## src/lfu_pkg.sv

```systemverilog
// ----------------------------------------------------------------------------
// lfu_pkg: shared types and constants of the LFU cache table
// Field widths, command codes, sequencer states and table write controls.
// ----------------------------------------------------------------------------
package lfu_pkg;

    // Default table geometry.
    localparam int CAPACITY_DEF   = 16;
    localparam int COUNT_BITS_DEF = 16;

    // Payload widths.
    localparam int CAP_W   = 5;
    localparam int KEY_W   = 32;
    localparam int VALUE_W = 32;

    // Capacity register reset value.
    localparam logic [CAP_W-1:0] CAP_RST = 5'd16;

    // Command codes.
    localparam logic CMD_GET = 1'b0;
    localparam logic CMD_PUT = 1'b1;

    // Value returned on a miss and on every put.
    localparam logic signed [VALUE_W-1:0] MISS_VALUE = -32'sd1;

    // Sequencer states.
    typedef enum logic [2:0] {
        ST_IDLE,
        ST_SCAN,
        ST_DECIDE,
        ST_UPDATE,
        ST_DONE,
        ST_CFG_SCAN,
        ST_CFG_RANK
    } state_t;

    // Rank update rule applied by the update pass.
    typedef enum logic [1:0] {
        MODE_TOUCH,
        MODE_INSERT,
        MODE_DROP
    } mode_t;

    // Write strobes from the sequencer to the table.
    typedef struct packed {
        logic key_we;
        logic value_we;
        logic cnt_we;
        logic rank_we;
        logic valid_set;
        logic valid_clr;
    } tbl_wr_t;

endpackage

```

## src/lfu_if.sv

```systemverilog
// ----------------------------------------------------------------------------
// lfu_if: handshake channels of the LFU cache table
// Request, response and capacity configuration channels, valid/ready each.
// ----------------------------------------------------------------------------

// Request channel: one beat carries a get or a put.
interface lfu_req_if;
    logic                                valid;
    logic                                ready;
    logic                                command;
    logic signed [lfu_pkg::KEY_W-1:0]    key;
    logic signed [lfu_pkg::VALUE_W-1:0]  value;

    modport source (output valid, output command, output key, output value, input ready);
    modport sink   (input valid, input command, input key, input value, output ready);
endinterface

// Response channel: one beat per request.
interface lfu_resp_if;
    logic                                valid;
    logic                                ready;
    logic                                hit;
    logic signed [lfu_pkg::VALUE_W-1:0]  read_value;
    logic                                evicted;

    modport source (output valid, output hit, output read_value, output evicted, input ready);
    modport sink   (input valid, input hit, input read_value, input evicted, output ready);
endinterface

// Configuration channel: one beat writes the capacity register.
interface lfu_cfg_if;
    logic                                valid;
    logic                                ready;
    logic [lfu_pkg::CAP_W-1:0]           capacity;

    modport source (output valid, output capacity, input ready);
    modport sink   (input valid, input capacity, output ready);
endinterface

```

## src/lfu_cache_table.sv

```systemverilog
// Sequence: a request runs a scan pass over the first n entries (n = effective
// capacity), a decision state, an optional rank pass on a hit or an insert,
// and a completion state that loads the response register once it is free.
// A new request is taken only back in idle, after the response is loaded;
// both passes share the table's one registered read port.
// Capacity write: drops the entries at or above the new capacity. Reset:
// asynchronous, empties the table at once, capacity returns to 16.
// ----------------------------------------------------------------------------
// lfu_cache_table: key-value cache with least-frequently-used replacement
// A small sequencer walks the table one entry per cycle to find the key, the
// first free slot and the victim (lowest count, then oldest access), then
// walks it again to age or renumber the recency ranks.
// ----------------------------------------------------------------------------
module lfu_cache_table #(
    parameter int CAPACITY   = lfu_pkg::CAPACITY_DEF,
    parameter int COUNT_BITS = lfu_pkg::COUNT_BITS_DEF
) (
    input  logic        clk,
    input  logic        rst_n,
    lfu_cfg_if.sink     cfg,
    lfu_req_if.sink     req,
    lfu_resp_if.source  resp
);

    localparam int IDX_W = (CAPACITY > 1) ? $clog2(CAPACITY) : 1;
    localparam int CNT_W = $clog2(CAPACITY + 1);
    localparam int NW    = (CNT_W > lfu_pkg::CAP_W) ? CNT_W : lfu_pkg::CAP_W;

    localparam logic [NW-1:0]         CAP_LIM   = NW'(CAPACITY);
    localparam logic [CNT_W-1:0]      PASS_FULL = CNT_W'(CAPACITY);
    localparam logic [COUNT_BITS-1:0] CNT_MAX   = '1;
    localparam logic [COUNT_BITS-1:0] CNT_ONE   = COUNT_BITS'(1);

    // Effective capacity: the register value limited to the table size.
    function automatic logic [CNT_W-1:0] eff_cap(input logic [lfu_pkg::CAP_W-1:0] c);
        logic [NW-1:0] ce;
        ce = NW'(c);
        return CNT_W'((ce < CAP_LIM) ? ce : CAP_LIM);
    endfunction

    // Control state.
    lfu_pkg::state_t                     state_reg, state_next;
    logic [lfu_pkg::CAP_W-1:0]           cap_reg, cap_next;
    logic [CNT_W-1:0]                    p_reg, p_next;
    logic [CNT_W-1:0]                    pass_end_reg, pass_end_next;
    logic                                d_vld_reg, d_vld_next;
    logic [CNT_W-1:0]                    j_reg, j_next;
    logic                                out_vld_reg, out_vld_next;

    // Request and scan results.
    logic [IDX_W-1:0]                    d_idx_reg, d_idx_next;
    logic                                cmd_reg, cmd_next;
    logic signed [lfu_pkg::KEY_W-1:0]    key_reg, key_next;
    logic signed [lfu_pkg::VALUE_W-1:0]  val_reg, val_next;
    logic                                hit_reg, hit_next;
    logic [IDX_W-1:0]                    found_reg, found_next;
    logic signed [lfu_pkg::VALUE_W-1:0]  found_val_reg, found_val_next;
    logic [COUNT_BITS-1:0]               found_cnt_reg, found_cnt_next;
    logic [IDX_W-1:0]                    found_rank_reg, found_rank_next;
    logic [CNT_W-1:0]                    nvalid_reg, nvalid_next;
    logic                                free_vld_reg, free_vld_next;
    logic [IDX_W-1:0]                    free_reg, free_next;
    logic                                vic_have_reg, vic_have_next;
    logic [IDX_W-1:0]                    vic_reg, vic_next;
    logic [COUNT_BITS-1:0]               vic_cnt_reg, vic_cnt_next;
    logic [IDX_W-1:0]                    vic_rank_reg, vic_rank_next;
    lfu_pkg::mode_t                      mode_reg, mode_next;
    logic [IDX_W-1:0]                    tgt_reg, tgt_next;
    logic [IDX_W-1:0]                    ref_rank_reg, ref_rank_next;
    logic                                ev_reg, ev_next;
    logic                                res_hit_reg, res_hit_next;
    logic signed [lfu_pkg::VALUE_W-1:0]  res_rd_reg, res_rd_next;
    logic                                out_hit_reg, out_hit_next;
    logic signed [lfu_pkg::VALUE_W-1:0]  out_rd_reg, out_rd_next;
    logic                                out_ev_reg, out_ev_next;

    // Table port.
    lfu_pkg::tbl_wr_t                    wr;
    logic [IDX_W-1:0]                    rd_addr;
    logic [IDX_W-1:0]                    ent_addr;
    logic [IDX_W-1:0]                    rank_addr;
    logic signed [lfu_pkg::KEY_W-1:0]    key_wdata;
    logic signed [lfu_pkg::VALUE_W-1:0]  value_wdata;
    logic [COUNT_BITS-1:0]               cnt_wdata;
    logic [IDX_W-1:0]                    rank_wdata;
    logic signed [lfu_pkg::KEY_W-1:0]    key_rd;
    logic signed [lfu_pkg::VALUE_W-1:0]  value_rd;
    logic [COUNT_BITS-1:0]               cnt_rd;
    logic [IDX_W-1:0]                    rank_rd;
    logic [CAPACITY-1:0]                 valid_vec;

    // Helpers.
    logic [CNT_W-1:0]                    n;
    logic                                entry_v;
    logic                                pass_done;
    logic                                full;
    logic [COUNT_BITS-1:0]               cnt_bump;
    logic [IDX_W-1:0]                    upd_rank;
    logic [IDX_W-1:0]                    ins_base;
    logic [IDX_W-1:0]                    slot;

    lfu_table #(
        .CAPACITY   (CAPACITY),
        .COUNT_BITS (COUNT_BITS),
        .IDX_W      (IDX_W)
    ) u_table (
        .clk         (clk),
        .rst_n       (rst_n),
        .wr          (wr),
        .rd_addr     (rd_addr),
        .ent_addr    (ent_addr),
        .rank_addr   (rank_addr),
        .key_wdata   (key_wdata),
        .value_wdata (value_wdata),
        .cnt_wdata   (cnt_wdata),
        .rank_wdata  (rank_wdata),
        .key_rd      (key_rd),
        .value_rd    (value_rd),
        .cnt_rd      (cnt_rd),
        .rank_rd     (rank_rd),
        .valid_vec   (valid_vec)
    );

    // Shared arithmetic: effective capacity, count bump and rank rules.
    assign n         = eff_cap(cap_reg);
    assign entry_v   = valid_vec[d_idx_reg];
    assign pass_done = (p_reg == pass_end_reg);
    assign full      = (nvalid_reg >= n);
    assign slot      = full ? vic_reg : free_reg;
    assign cnt_bump  = (found_cnt_reg == CNT_MAX) ? found_cnt_reg : found_cnt_reg + CNT_ONE;
    assign ins_base  = (ev_reg && (rank_rd > ref_rank_reg)) ? rank_rd - IDX_W'(1) : rank_rd;

    always_comb
    begin
        unique case (mode_reg)
            lfu_pkg::MODE_TOUCH:  upd_rank = (rank_rd < ref_rank_reg) ? rank_rd + IDX_W'(1)
                                                                     : rank_rd;
            lfu_pkg::MODE_INSERT: upd_rank = ins_base + IDX_W'(1);
            lfu_pkg::MODE_DROP:   upd_rank = (rank_rd > ref_rank_reg) ? rank_rd - IDX_W'(1)
                                                                     : rank_rd;
            default:              upd_rank = rank_rd;
        endcase
    end

    // Sequencer: next state, table controls and datapath updates.
    always_comb
    begin
        state_next      = state_reg;
        cap_next        = cap_reg;
        p_next          = p_reg;
        pass_end_next   = pass_end_reg;
        d_vld_next      = 1'b0;
        d_idx_next      = d_idx_reg;
        j_next          = j_reg;
        out_vld_next    = out_vld_reg;
        cmd_next        = cmd_reg;
        key_next        = key_reg;
        val_next        = val_reg;
        hit_next        = hit_reg;
        found_next      = found_reg;
        found_val_next  = found_val_reg;
        found_cnt_next  = found_cnt_reg;
        found_rank_next = found_rank_reg;
        nvalid_next     = nvalid_reg;
        free_vld_next   = free_vld_reg;
        free_next       = free_reg;
        vic_have_next   = vic_have_reg;
        vic_next        = vic_reg;
        vic_cnt_next    = vic_cnt_reg;
        vic_rank_next   = vic_rank_reg;
        mode_next       = mode_reg;
        tgt_next        = tgt_reg;
        ref_rank_next   = ref_rank_reg;
        ev_next         = ev_reg;
        res_hit_next    = res_hit_reg;
        res_rd_next     = res_rd_reg;
        out_hit_next    = out_hit_reg;
        out_rd_next     = out_rd_reg;
        out_ev_next     = out_ev_reg;

        wr          = '0;
        rd_addr     = p_reg[IDX_W-1:0];
        ent_addr    = found_reg;
        rank_addr   = d_idx_reg;
        key_wdata   = key_reg;
        value_wdata = val_reg;
        cnt_wdata   = cnt_bump;
        rank_wdata  = '0;
        cfg.ready   = 1'b0;
        req.ready   = 1'b0;

        // The response register drains independently of the sequencer.
        if (out_vld_reg && resp.ready)
        begin
            out_vld_next = 1'b0;
        end

        unique case (state_reg)
            lfu_pkg::ST_IDLE:
            begin
                cfg.ready = 1'b1;
                req.ready = !cfg.valid;
                if (cfg.valid)
                begin
                    cap_next   = cfg.capacity;
                    j_next     = eff_cap(cfg.capacity);
                    state_next = lfu_pkg::ST_CFG_SCAN;
                end
                else if (req.valid)
                begin
                    cmd_next      = req.command;
                    key_next      = req.key;
                    val_next      = req.value;
                    hit_next      = 1'b0;
                    nvalid_next   = '0;
                    free_vld_next = 1'b0;
                    vic_have_next = 1'b0;
                    p_next        = '0;
                    pass_end_next = n;
                    state_next    = lfu_pkg::ST_SCAN;
                end
            end

            lfu_pkg::ST_SCAN:
            begin
                if (!pass_done)
                begin
                    d_vld_next = 1'b1;
                    d_idx_next = p_reg[IDX_W-1:0];
                    p_next     = p_reg + CNT_W'(1);
                end
                // One entry per cycle: key match, fill level, free slot, victim.
                if (d_vld_reg && entry_v)
                begin
                    nvalid_next = nvalid_reg + CNT_W'(1);
                    if (!hit_reg && (key_rd == key_reg))
                    begin
                        hit_next        = 1'b1;
                        found_next      = d_idx_reg;
                        found_val_next  = value_rd;
                        found_cnt_next  = cnt_rd;
                        found_rank_next = rank_rd;
                    end
                    if (!vic_have_reg || (cnt_rd < vic_cnt_reg) ||
                        ((cnt_rd == vic_cnt_reg) && (rank_rd > vic_rank_reg)))
                    begin
                        vic_have_next = 1'b1;
                        vic_next      = d_idx_reg;
                        vic_cnt_next  = cnt_rd;
                        vic_rank_next = rank_rd;
                    end
                end
                else if (d_vld_reg && !free_vld_reg)
                begin
                    free_vld_next = 1'b1;
                    free_next     = d_idx_reg;
                end
                if (pass_done)
                begin
                    state_next = lfu_pkg::ST_DECIDE;
                end
            end

            lfu_pkg::ST_DECIDE:
            begin
                res_hit_next  = hit_reg;
                res_rd_next   = lfu_pkg::MISS_VALUE;
                ev_next       = 1'b0;
                p_next        = '0;
                pass_end_next = n;
                state_next    = lfu_pkg::ST_DONE;
                if (hit_reg)
                begin
                    // Hit: bump the count, refresh recency, and on a put replace the value.
                    wr.cnt_we = 1'b1;
                    ent_addr  = found_reg;
                    cnt_wdata = cnt_bump;
                    if (cmd_reg == lfu_pkg::CMD_GET)
                    begin
                        res_rd_next = found_val_reg;
                    end
                    else
                    begin
                        wr.value_we = 1'b1;
                    end
                    mode_next     = lfu_pkg::MODE_TOUCH;
                    tgt_next      = found_reg;
                    ref_rank_next = found_rank_reg;
                    state_next    = lfu_pkg::ST_UPDATE;
                end
                else if ((cmd_reg == lfu_pkg::CMD_PUT) && (n != '0))
                begin
                    // Insert: into the victim's slot when full, else the lowest free one.
                    wr.key_we     = 1'b1;
                    wr.value_we   = 1'b1;
                    wr.cnt_we     = 1'b1;
                    wr.valid_set  = !full;
                    ent_addr      = slot;
                    cnt_wdata     = CNT_ONE;
                    mode_next     = lfu_pkg::MODE_INSERT;
                    tgt_next      = slot;
                    ref_rank_next = vic_rank_reg;
                    ev_next       = full;
                    state_next    = lfu_pkg::ST_UPDATE;
                end
            end

            lfu_pkg::ST_UPDATE:
            begin
                if (!pass_done)
                begin
                    d_vld_next = 1'b1;
                    d_idx_next = p_reg[IDX_W-1:0];
                    p_next     = p_reg + CNT_W'(1);
                end
                // Read-modify-write of one rank per cycle; outside a drop the target becomes newest.
                if (d_vld_reg)
                begin
                    rank_addr = d_idx_reg;
                    if (d_idx_reg == tgt_reg)
                    begin
                        wr.rank_we = (mode_reg != lfu_pkg::MODE_DROP);
                        rank_wdata = '0;
                    end
                    else if (entry_v)
                    begin
                        wr.rank_we = 1'b1;
                        rank_wdata = upd_rank;
                    end
                end
                if (pass_done)
                begin
                    state_next = (mode_reg == lfu_pkg::MODE_DROP) ? lfu_pkg::ST_CFG_SCAN
                                                                  : lfu_pkg::ST_DONE;
                end
            end

            lfu_pkg::ST_DONE:
            begin
                if (!out_vld_reg || resp.ready)
                begin
                    out_vld_next = 1'b1;
                    out_hit_next = res_hit_reg;
                    out_rd_next  = res_rd_reg;
                    out_ev_next  = ev_reg;
                    state_next   = lfu_pkg::ST_IDLE;
                end
            end

            lfu_pkg::ST_CFG_SCAN:
            begin
                // Look for the next valid entry at or above the new capacity.
                rd_addr = j_reg[IDX_W-1:0];
                if (j_reg == PASS_FULL)
                begin
                    state_next = lfu_pkg::ST_IDLE;
                end
                else if (valid_vec[j_reg[IDX_W-1:0]])
                begin
                    state_next = lfu_pkg::ST_CFG_RANK;
                end
                else
                begin
                    j_next = j_reg + CNT_W'(1);
                end
            end

            lfu_pkg::ST_CFG_RANK:
            begin
                // Drop the entry and close the gap in the ranks over the whole table.
                wr.valid_clr  = 1'b1;
                ent_addr      = j_reg[IDX_W-1:0];
                tgt_next      = j_reg[IDX_W-1:0];
                ref_rank_next = rank_rd;
                mode_next     = lfu_pkg::MODE_DROP;
                p_next        = '0;
                pass_end_next = PASS_FULL;
                j_next        = j_reg + CNT_W'(1);
                state_next    = lfu_pkg::ST_UPDATE;
            end

            default:
            begin
                state_next = lfu_pkg::ST_IDLE;
            end
        endcase
    end

    // State register.
    always_ff @(posedge clk or negedge rst_n)
    begin
        if (!rst_n)
        begin
            state_reg <= lfu_pkg::ST_IDLE;
        end
        else
        begin
            state_reg <= state_next;
        end
    end

    // Control registers.
    always_ff @(posedge clk or negedge rst_n)
    begin
        if (!rst_n)
        begin
            cap_reg      <= lfu_pkg::CAP_RST;
            p_reg        <= '0;
            pass_end_reg <= '0;
            d_vld_reg    <= 1'b0;
            j_reg        <= '0;
            out_vld_reg  <= 1'b0;
        end
        else
        begin
            cap_reg      <= cap_next;
            p_reg        <= p_next;
            pass_end_reg <= pass_end_next;
            d_vld_reg    <= d_vld_next;
            j_reg        <= j_next;
            out_vld_reg  <= out_vld_next;
        end
    end

    // Datapath registers.
    always_ff @(posedge clk)
    begin
        d_idx_reg      <= d_idx_next;
        cmd_reg        <= cmd_next;
        key_reg        <= key_next;
        val_reg        <= val_next;
        hit_reg        <= hit_next;
        found_reg      <= found_next;
        found_val_reg  <= found_val_next;
        found_cnt_reg  <= found_cnt_next;
        found_rank_reg <= found_rank_next;
        nvalid_reg     <= nvalid_next;
        free_vld_reg   <= free_vld_next;
        free_reg       <= free_next;
        vic_have_reg   <= vic_have_next;
        vic_reg        <= vic_next;
        vic_cnt_reg    <= vic_cnt_next;
        vic_rank_reg   <= vic_rank_next;
        mode_reg       <= mode_next;
        tgt_reg        <= tgt_next;
        ref_rank_reg   <= ref_rank_next;
        ev_reg         <= ev_next;
        res_hit_reg    <= res_hit_next;
        res_rd_reg     <= res_rd_next;
        out_hit_reg    <= out_hit_next;
        out_rd_reg     <= out_rd_next;
        out_ev_reg     <= out_ev_next;
    end

    // Response beat.
    assign resp.valid      = out_vld_reg;
    assign resp.hit        = out_hit_reg;
    assign resp.read_value = out_rd_reg;
    assign resp.evicted    = out_ev_reg;

`ifndef SYNTHESIS
    // A new response beat appears only out of the completion state.
    a_resp_from_done: assert property (@(posedge clk) disable iff (!rst_n)
        $rose(out_vld_reg) |-> $past(state_reg == lfu_pkg::ST_DONE))
        else $error("response raised outside the completion state");

    // While idle, no entry is live at or above the effective capacity.
    a_no_entry_above_cap: assert property (@(posedge clk) disable iff (!rst_n)
        (state_reg == lfu_pkg::ST_IDLE) |-> ((valid_vec >> n) == '0))
        else $error("valid entry above effective capacity");

    // A live entry always carries a nonzero use count.
    a_hit_count_nonzero: assert property (@(posedge clk) disable iff (!rst_n)
        ((state_reg == lfu_pkg::ST_DECIDE) && hit_reg) |-> (found_cnt_reg != '0))
        else $error("hit entry with zero use count");

    // An insert into a table that is not full always finds a free slot.
    a_free_slot_found: assert property (@(posedge clk) disable iff (!rst_n)
        ((state_reg == lfu_pkg::ST_DECIDE) && (cmd_reg == lfu_pkg::CMD_PUT) &&
         !hit_reg && !full) |-> free_vld_reg)
        else $error("no free slot found for insert");
`endif

endmodule

```

## src/lfu_table.sv

```systemverilog
// ----------------------------------------------------------------------------
// lfu_table: entry storage of the LFU cache table
// Key, value, use count and recency rank memories with one registered read
// port, plus the per-entry valid flags, which reset clears.
// ----------------------------------------------------------------------------
module lfu_table #(
    parameter int CAPACITY   = lfu_pkg::CAPACITY_DEF,
    parameter int COUNT_BITS = lfu_pkg::COUNT_BITS_DEF,
    parameter int IDX_W      = (CAPACITY > 1) ? $clog2(CAPACITY) : 1
) (
    input  logic                                clk,
    input  logic                                rst_n,
    input  lfu_pkg::tbl_wr_t                    wr,
    input  logic [IDX_W-1:0]                    rd_addr,
    input  logic [IDX_W-1:0]                    ent_addr,
    input  logic [IDX_W-1:0]                    rank_addr,
    input  logic signed [lfu_pkg::KEY_W-1:0]    key_wdata,
    input  logic signed [lfu_pkg::VALUE_W-1:0]  value_wdata,
    input  logic [COUNT_BITS-1:0]               cnt_wdata,
    input  logic [IDX_W-1:0]                    rank_wdata,
    output logic signed [lfu_pkg::KEY_W-1:0]    key_rd,
    output logic signed [lfu_pkg::VALUE_W-1:0]  value_rd,
    output logic [COUNT_BITS-1:0]               cnt_rd,
    output logic [IDX_W-1:0]                    rank_rd,
    output logic [CAPACITY-1:0]                 valid_vec
);

    logic signed [lfu_pkg::KEY_W-1:0]    key_mem   [CAPACITY];
    logic signed [lfu_pkg::VALUE_W-1:0]  value_mem [CAPACITY];
    logic [COUNT_BITS-1:0]               cnt_mem   [CAPACITY];
    logic [IDX_W-1:0]                    rank_mem  [CAPACITY];

    logic signed [lfu_pkg::KEY_W-1:0]    key_rd_reg;
    logic signed [lfu_pkg::VALUE_W-1:0]  value_rd_reg;
    logic [COUNT_BITS-1:0]               cnt_rd_reg;
    logic [IDX_W-1:0]                    rank_rd_reg;
    logic [CAPACITY-1:0]                 valid_reg;

    // Entry fields written by the sequencer at the entry address.
    always_ff @(posedge clk)
    begin
        if (wr.key_we)
        begin
            key_mem[ent_addr] <= key_wdata;
        end
        if (wr.value_we)
        begin
            value_mem[ent_addr] <= value_wdata;
        end
        if (wr.cnt_we)
        begin
            cnt_mem[ent_addr] <= cnt_wdata;
        end
        key_rd_reg   <= key_mem[rd_addr];
        value_rd_reg <= value_mem[rd_addr];
        cnt_rd_reg   <= cnt_mem[rd_addr];
    end

    // Ranks are rewritten one entry per cycle by the update pass.
    always_ff @(posedge clk)
    begin
        if (wr.rank_we)
        begin
            rank_mem[rank_addr] <= rank_wdata;
        end
        rank_rd_reg <= rank_mem[rd_addr];
    end

    // Valid flags live in flops so that reset empties the table at once.
    always_ff @(posedge clk or negedge rst_n)
    begin
        if (!rst_n)
        begin
            valid_reg <= '0;
        end
        else
        begin
            if (wr.valid_set)
            begin
                valid_reg[ent_addr] <= 1'b1;
            end
            if (wr.valid_clr)
            begin
                valid_reg[ent_addr] <= 1'b0;
            end
        end
    end

    assign key_rd    = key_rd_reg;
    assign value_rd  = value_rd_reg;
    assign cnt_rd    = cnt_rd_reg;
    assign rank_rd   = rank_rd_reg;
    assign valid_vec = valid_reg;

endmodule
```

## src/flat_wrapper.sv

```systemverilog
// flat-port wrapper written by rule: the top's interface ports become plain ports
module lfu_cache_table_flat 
#(
    parameter int CAPACITY   = lfu_pkg::CAPACITY_DEF,
    parameter int COUNT_BITS = lfu_pkg::COUNT_BITS_DEF
)
  (clk, rst_n, cfg_valid, cfg_capacity, cfg_ready, req_valid, req_command, req_key, req_value, req_ready, resp_valid, resp_hit, resp_read_value, resp_evicted, resp_ready);
  lfu_cfg_if cfg_i ();
  lfu_req_if req_i ();
  lfu_resp_if resp_i ();
  input  logic clk;
  input  logic rst_n;
  input wire logic [$bits(cfg_i.valid)-1:0] cfg_valid;
  input wire logic [$bits(cfg_i.capacity)-1:0] cfg_capacity;
  output wire logic [$bits(cfg_i.ready)-1:0] cfg_ready;
  input wire logic [$bits(req_i.valid)-1:0] req_valid;
  input wire logic [$bits(req_i.command)-1:0] req_command;
  input wire logic [$bits(req_i.key)-1:0] req_key;
  input wire logic [$bits(req_i.value)-1:0] req_value;
  output wire logic [$bits(req_i.ready)-1:0] req_ready;
  output wire logic [$bits(resp_i.valid)-1:0] resp_valid;
  output wire logic [$bits(resp_i.hit)-1:0] resp_hit;
  output wire logic [$bits(resp_i.read_value)-1:0] resp_read_value;
  output wire logic [$bits(resp_i.evicted)-1:0] resp_evicted;
  input wire logic [$bits(resp_i.ready)-1:0] resp_ready;
  assign cfg_i.valid = cfg_valid;
  assign cfg_i.capacity = cfg_capacity;
  assign cfg_ready = cfg_i.ready;
  assign req_i.valid = req_valid;
  assign req_i.command = req_command;
  assign req_i.key = req_key;
  assign req_i.value = req_value;
  assign req_ready = req_i.ready;
  assign resp_valid = resp_i.valid;
  assign resp_hit = resp_i.hit;
  assign resp_read_value = resp_i.read_value;
  assign resp_evicted = resp_i.evicted;
  assign resp_i.ready = resp_ready;
  lfu_cache_table #(.CAPACITY(CAPACITY), .COUNT_BITS(COUNT_BITS)) u_core (.clk(clk), .rst_n(rst_n), .cfg(cfg_i), .req(req_i), .resp(resp_i));
endmodule
```

## config.mk

```make
export PLATFORM = sky130hd
export DESIGN_NAME = lfu_cache_table_flat
export DESIGN_NICKNAME = d
export VERILOG_FILES = /design/src/lfu_pkg.sv /design/src/lfu_if.sv /design/src/lfu_cache_table.sv /design/src/lfu_table.sv /design/src/flat_wrapper.sv
export SDC_FILE = /design/constraint.sdc
export NUM_CORES = 2
export LEC_CHECK = 0
export BUFFER_PORTS_ARGS = -buffer_cell sky130_fd_sc_hd__buf_2
export CORE_MARGIN = 1
export CORE_UTILIZATION = 60
export DETAILED_ROUTE_END_ITERATION = 10
export GPL_TIMING_DRIVEN = 1
export PLACE_DENSITY = 0.73
export SYNTH_ARGS = -nofsm -noshare
export SYNTH_HDL_FRONTEND = slang
export SYNTH_SLANG_ARGS = --single-unit
export TNS_END_PERCENT = 30
```

## constraint.sdc

```tcl
create_clock -name clk -period 11.3 [get_ports clk]
set_clock_uncertainty 0.15 [all_clocks]
set_input_delay 2.26 -clock clk [delete_from_list [all_inputs] [get_ports clk]]
set_output_delay 2.26 -clock clk [all_outputs]
set_load 0.01 [all_outputs]
```

# After elaboration in Yosys (flattened, before gate mapping)
# Memories as Yosys holds them, arrays and structs flattened. A register that Yosys moved wholly into a read port is not among the register bits.
# Index checks and enable logic that the tools add are counted.
[word_totals]
ram_bits = 1344
rom_bits = 0
wordCells = 239
memories = 4
in_bits = 75
register_bits = 280
latchBits = 0
[mem_list]
columns = ["name", "words", "width", "read_ports", "rd_clocked_by_memory_dff", "wr", "line", "rtl"]
rows = [
  ["u_core.u_table.key_mem", 16, 32, 1, 1, 1, "lfu_table.sv:28", "logic signed [lfu_pkg::KEY_W-1:0] key_mem [CAPACITY];"],
  ["u_core.u_table.value_mem", 16, 32, 1, 1, 1, "lfu_table.sv:29", "logic signed [lfu_pkg::VALUE_W-1:0] value_mem [CAPACITY];"],
  ["u_core.u_table.cnt_mem", 16, 16, 1, 1, 1, "lfu_table.sv:30", "logic [COUNT_BITS-1:0] cnt_mem [CAPACITY];"],
  ["u_core.u_table.rank_mem", 16, 4, 1, 1, 1, "lfu_table.sv:31", "logic [IDX_W-1:0] rank_mem [CAPACITY];"],
]
[classes]
mux = 99
add_sub_neg = 7
reduce_logical = 45
bitwise = 8
div = 0
n_lt_le_gt_ge = 11
multipliers = 0
eq_ne = 32
shifts = 0
[op_table]
columns = ["operator", "count"]
rows = [
  ["16-bit two-way mux", 6],
  ["4-bit two-way mux", 15],
  ["5-bit two-way mux", 11],
  ["5-bit case mux with 3 select lines", 3],
  ["1-bit two-way mux", 37],
  ["3-bit two-way mux", 11],
  ["32-bit equality test", 1],
  ["4-bit case mux with 2 select lines", 3],
  ["3-bit case mux with 7 select lines", 1],
  ["5-bit AND reduction", 4],
  ["16-bit by 1-bit adder with 16-bit output (second input constant)", 1],
  ["16-bit bitwise AND", 1],
  ["16-bit equality test", 1],
  ["16-bit equality test (second input constant)", 1],
  ["16-bit < comparator", 1],
  ["2-bit inequality test (second input constant)", 8],
  ["16-bit NOT", 1],
  ["16-bit bitwise OR", 1],
  ["5-bit by 1-bit adder with 5-bit output (second input constant)", 3],
  ["4-bit by 5-bit < comparator with 1-bit output (second input constant)", 3],
  ["3-bit AND reduction", 5],
  ["2-bit by 1-bit inequality test with 1-bit output (second input constant)", 7],
  ["4-bit case mux with 3 select lines", 1],
  ["4-bit AND reduction", 3],
  ["other kinds (34)", 73],
]

# Logic depth before layout (Yosys ltp)
[depth]
word_depth = 15
mapped_depth = 12
ltp_nobuf = 11

# Modules after synthesis
# Synthesis repeated with hierarchy kept, for this count alone.
[hier_totals]
cells_unflattened = 3082
area_unflattened_um2 = 64622.0
[modules_own_cells]
columns = ["module", "cells_each", "area_each_um2", "seq_area_each_um2", "instances"]
rows = [
  ["lfu_table", 2277, 53119.7, 42440.7, 1],
  ["lfu_cache_table", 805, 11502.3, 7803.7, 1],
]

# Worst setup path before layout
# Ideal clock, no wire load.
[synth_timing]
kind = "input port to flip-flop"
start = "input port cfg_valid"
end = "register u_core.nvalid_reg[0], enable pin"
t_arrival_ps = 9346
path_buffers = 0
slack_ps = 1462
setup_time_ps = 342
cell_stages = 4
path_cell_list = "nand2b_1 nor4_1 a31oi_1 inv_1"
[synth_via]
elab_chain_cells = 2
[synth_rtl]
columns = ["item", "line", "rtl"]
rows = [
  ["start: declaration", "flat_wrapper.sv:13", "input wire logic [$bits(cfg_i.valid)-1:0] cfg_valid;"],
  ["2-bit inequality test (no source line)", "--", ""],
  ["4-bit AND reduction (no source line)", "--", ""],
  ["end signal: assignment", "lfu_cache_table.sv:437", "nvalid_reg <= nvalid_next;"],
  ["end: declaration", "lfu_cache_table.sv:60", "logic [CNT_W-1:0] nvalid_reg, nvalid_next;"],
]
# No other way between the ends.
# A chain may end at the register's enable or synchronous reset.

# Final worst setup path
[layout_timing]
start = "register u_core.state_reg[2]"
end = "register u_core.u_table.key_rd_reg, in the netlist u_core.u_table.key_rd[31] (read register of u_core.u_table.key_mem)"
[layout_via]
elab_chain_cells = 2
[layout_rtl]
columns = ["item", "line", "rtl"]
rows = [
  ["start: declaration", "lfu_cache_table.sv:42", "lfu_pkg::state_t state_reg, state_next;"],
  ["start signal: assignment", "lfu_cache_table.sv:394", "state_reg <= lfu_pkg::ST_IDLE;"],
  ["start signal: assignment", "lfu_cache_table.sv:398", "state_reg <= state_next;"],
  ["3-bit equality test", "lfu_cache_table.sv:198", "unique case (state_reg)"],
  ["4-bit two-way mux", "lfu_cache_table.sv:198", ""],
  ["end: declaration", "lfu_table.sv:33", "logic signed [lfu_pkg::KEY_W-1:0] key_rd_reg;"],
]
# No other way between the ends.

==> summary.md <==
| Metric | Value |
|---|---|
| Post-layout total power | `17.4 mW` |
| Routed length per placed instance | `23.6 microns` |
| Footprint of the flip-flops and latches | `0.0502 sq mm` |
| Most used cell, CP | `sky130_fd_sc_hd__a21oi_1` |
| Type of origin of the critical path | `flop` |
| Number of cells on the worst reg-to-reg path | `9` |
| Cell with the biggest individual delay on the critical path | `sky130_fd_sc_hd__mux2_8` |
| Core region area | `0.111 sq mm` |
| Bufs on Longest Clock Path | `3` |
| Most used flip-flop cell after synthesis | `sky130_fd_sc_hd__edfxtp_1` |
| Top flop regs | `u_core.u_table.key_mem: 512 flops, u_core.u_table.value_mem: 512 flops, u_core.u_table.cnt_mem: 256 flops` |
| Count of final hold-check violations | `0` |
| Layout cells sized above 1 | `10.7%` |
| Cell family with the largest share of critical-path delay | `buffers and inverters` |
| CTS resizes | `0` |
| RSZ-0062 raised after global routing | `false` |
| Number of DRC markers after the initial detailed-route iteration | `4139` |
| First-pass GRT wire length | `225 mm` |
| Global placement routability congestion | `0.858` |
| Vias in the first global route | `37700` |
| Post-synthesis average cell area | `14.5 sq um` |
| CTS Buf Count | `167` |
| Clk pin slew, worst setup/hold paths | `60 ps` |
| Worst reg2reg endpoint | `u_core.u_table.key_rd[31]` |
| Hold path startpoint | `u_core.u_table.value_rd[18]` |
| Number of max-slew violations in the final report | `0` |
| Proportion of netlist area held by the largest area contributor | `70.7%` |
| Data arrival time at the worst-slack endpoint | `6090 ps` |
| Clock tree from TritonCTS | `yes` |
| Detailed placement HPWL | `72.8 mm` |
| Global route overflow | `0` |
| Boundary pin count | `112` |
| Sinks on the clock net | `1708` |
| Post-Syn Nets | `4757` |
| Routed wire length | `149 mm` |
| Fin area | `0.0747 sq mm` |
| Number of nets in the finished design | `4796` |
| Time the worst path needs with I/O delays and setup | `5540 ps` |
| Flop and latch count out of synthesis | `1708` |
| Number of antenna violations at the first check in global routing | `1` |
| Starting density of the core | `60.7%` |
| Run status | `completed` |
| Worst slew margin relative to its limit | `22.4%` |
| X dimension of the die | `337 microns` |
| Antenna cells | `0` |
| Via Count | `39300` |
| Period utilization | `49.1%` |
| Fillers | `7443` |
| Kind of capture point of the worst setup path | `flop` |
| Multi-input gate area in the final layout | `0.0158 sq mm` |
| Launch instance of the worst register-to-register path | `u_core.state_reg[2]` |
| Remaining number of nets flagged by the antenna check after routing | `0` |
| Sequential element share of the synthesized area | `74.7%` |
| Crit-path max cell delay | `940 ps` |
| Worst hold path stage count | `0` |
| Vertical die dimension | `337 microns` |
| Detailed-route vias per instance | `6.22` |
| Area leader, netlist | `sky130_fd_sc_hd__edfxtp_1` |
| Buffers added on ports | `111` |
| Post-CTS Repair Setup Buffers | `0` |
| Total number of yosys warnings | `0` |
| Required time of the critical path | `11840 ps` |
| DR pass1 iterations | `5` |
| Leakage | `24.7 nW` |
| Power per standard cell area | `233 mW/mm^2` |
| Buf/Inv on CP | `2` |
| Number of placement rows | `122` |
| Netlist area before placement | `0.0672 sq mm` |
| Post-synthesis to final-layout area growth | `11.1%` |
| Worst skew pair latency | `780 ps` |
| Number of flops mapped to enable cells by yosys | `1583` |
| Cell Area, Placed | `0.0693 sq mm` |
| Setup Viol. Count Final | `0` |
| Destination of the worst hold path | `u_core.found_val_reg[18]` |
| H-tree depth | `4` |
| Crit Path Category | `flop to flop` |
| Worst ir drop on vdd | `0.232 mV` |
| Drt drc | `0` |
| Crit path cell chain | `nand3b_1 > mux2_8 > buf_12 > buf_4 > and2_1 > a211oi_1 > a311oi_1 > a21oi_1 > a21oi_1` |
| Synth top area cells | `sky130_fd_sc_hd__edfxtp_1 (71%), sky130_fd_sc_hd__a211oi_1 (4.8%), sky130_fd_sc_hd__nand2_1 (4.1%), sky130_fd_sc_hd__and2_1 (3.0%), sky130_fd_sc_hd__dfxtp_1 (2.5%)` |
| Library cells used by synthesis | `78` |
| Die area | `0.113 sq mm` |
| Maximum frequency from static timing analysis | `180 MHz` |
| Slew at the pin closest to its max-slew limit | `1160 ps` |
| Instance count of the mapped netlist | `4645` |
| Hold-fix buffers, CTS | `0` |
| GRT Resource Usage Total | `26.4%` |
| Critical-path maximum fanout | `254` |
| Share of flip-flops with an asynchronous set or reset | `2.40%` |
| Total negative slack | `0 ps` |
| Library cell used as clock root buffer | `sky130_fd_sc_hd__clkbuf_16` |
| Setup slack of the most critical reg-to-reg path | `5760 ps` |
| Worst hold path class | `flop to flop` |
| Max_cap viols | `0` |
| Pin count of the biggest net entering global routing | `255` |
## synthesized netlist by cell type, types with 7 or more instances
master / number
sky130_fd_sc_hd__edfxtp_1: 1583
sky130_fd_sc_hd__nand2_1: 734
sky130_fd_sc_hd__a211oi_1: 428
sky130_fd_sc_hd__and2_1: 326
sky130_fd_sc_hd__a21oi_1: 232
sky130_fd_sc_hd__clkbuf_1: 223
sky130_fd_sc_hd__a31oi_1: 178
sky130_fd_sc_hd__a311oi_1: 168
sky130_fd_sc_hd__nor2_1: 93
sky130_fd_sc_hd__dfxtp_1: 84
sky130_fd_sc_hd__buf_2: 68
sky130_fd_sc_hd__inv_1: 49
sky130_fd_sc_hd__nand2b_1: 42
sky130_fd_sc_hd__dfrtp_1: 40
sky130_fd_sc_hd__xor2_1: 39
sky130_fd_sc_hd__ha_1: 37
sky130_fd_sc_hd__nor3_1: 27
sky130_fd_sc_hd__buf_1: 25
sky130_fd_sc_hd__xnor2_1: 23
sky130_fd_sc_hd__o21ai_0: 22
sky130_fd_sc_hd__nand3_1: 21
sky130_fd_sc_hd__nand4_1: 17
sky130_fd_sc_hd__and2_0: 16
sky130_fd_sc_hd__nor4_1: 15
sky130_fd_sc_hd__mux2i_1: 12
sky130_fd_sc_hd__nor3_2: 12
sky130_fd_sc_hd__and3_1: 9
sky130_fd_sc_hd__mux4_2: 9
sky130_fd_sc_hd__nor2b_1: 9
sky130_fd_sc_hd__a21o_1: 8
sky130_fd_sc_hd__mux2_2: 7
## routing by layer
layer | share of wire [%] | up-vias | GRT usage (%)
met2 | 48 | 1591 | 42.9
met4 | 2.4 | 0 | 8.22
met1 | 41 | 19600 | 37.3
li1 | - | 17800 | -
met3 | 7.8 | 249 | 4.03
met5 | 0 | - | 0
## per-stage QoR
| step | instances | worst slack (ps) | utilization (%) | hold slack [ps] |
|---|---|---|---|---|
| after floorplan | 4645 | 1460 | - | 236 |
| after global placement | 6003 | 6120 | 62.6 | 236 |
| after detailed placement | 6003 | 5970 | 62.6 | 239 |
| after CTS | 6314 | 5910 | 67.4 | 251 |
| after global routing | 6314 | 5400 | 67.4 | 260 |
| final | 6314 | 5760 | 67.4 | 248 |
## kinds of logic after synthesis
family,count (synthesis),share of synthesized area [%]
xor+xnor,62,0.808
fa+ha+maj,37,0.689
buf+inv,369,2.23
mux,29,0.620
compound gates,1098,11.5
simple gates,1342,9.43
flops,1708,74.7
## cell usage in the layout (no fill, tap or decap), types with 39 or more instances in the layout
master	n
sky130_fd_sc_hd__edfxtp_1	1583
sky130_fd_sc_hd__nand2_1	734
sky130_fd_sc_hd__a211oi_1	428
sky130_fd_sc_hd__and2_1	326
sky130_fd_sc_hd__a21oi_1	229
sky130_fd_sc_hd__a31oi_1	178
sky130_fd_sc_hd__clkbuf_16	171
sky130_fd_sc_hd__a311oi_1	168
sky130_fd_sc_hd__buf_2	111
sky130_fd_sc_hd__dfxtp_1	84
sky130_fd_sc_hd__buf_4	72
sky130_fd_sc_hd__nor2_1	68
sky130_fd_sc_hd__clkbuf_1	57
sky130_fd_sc_hd__inv_1	49
sky130_fd_sc_hd__nand2b_1	42
sky130_fd_sc_hd__dfrtp_1	40
sky130_fd_sc_hd__xor2_1	39
## final cells by class
class,count,share of cell area [%]
sequential,1708,67.3
multi-input combinational,2568,21.2
clock buffer,246,6.35
tap,1488,2.49
timing repair buffer,190,1.66
clock inverter,65,0.809
inverter,49,0.246
## where the power goes
group	switching [mW]	total, mW	internal, mW
clock network	2.29	5.36	3.06
logic	2.91	4.27	1.36
registers	0.367	7.78	7.41
total	5.57	17.4	11.8
## worst max-delay path by stage
stage	depth (start not counted)	endpoint	start	slack (ps)
2_1_floorplan	4	u_core.nvalid_reg[0]	cfg_valid	1460
3_3_place_gp	9	u_core.u_table.value_rd[2]	u_core.state_reg[2]	6120
3_5_place_dp	9	u_core.u_table.value_rd[2]	u_core.state_reg[2]	5970
4_1_cts	9	u_core.u_table.key_rd[31]	u_core.state_reg[2]	5910
5_1_grt	9	u_core.u_table.key_rd[31]	u_core.state_reg[2]	5400
6_report	9	u_core.u_table.key_rd[31]	u_core.state_reg[2]	5760
No activity file was read; power rests on OpenSTA's default activity.
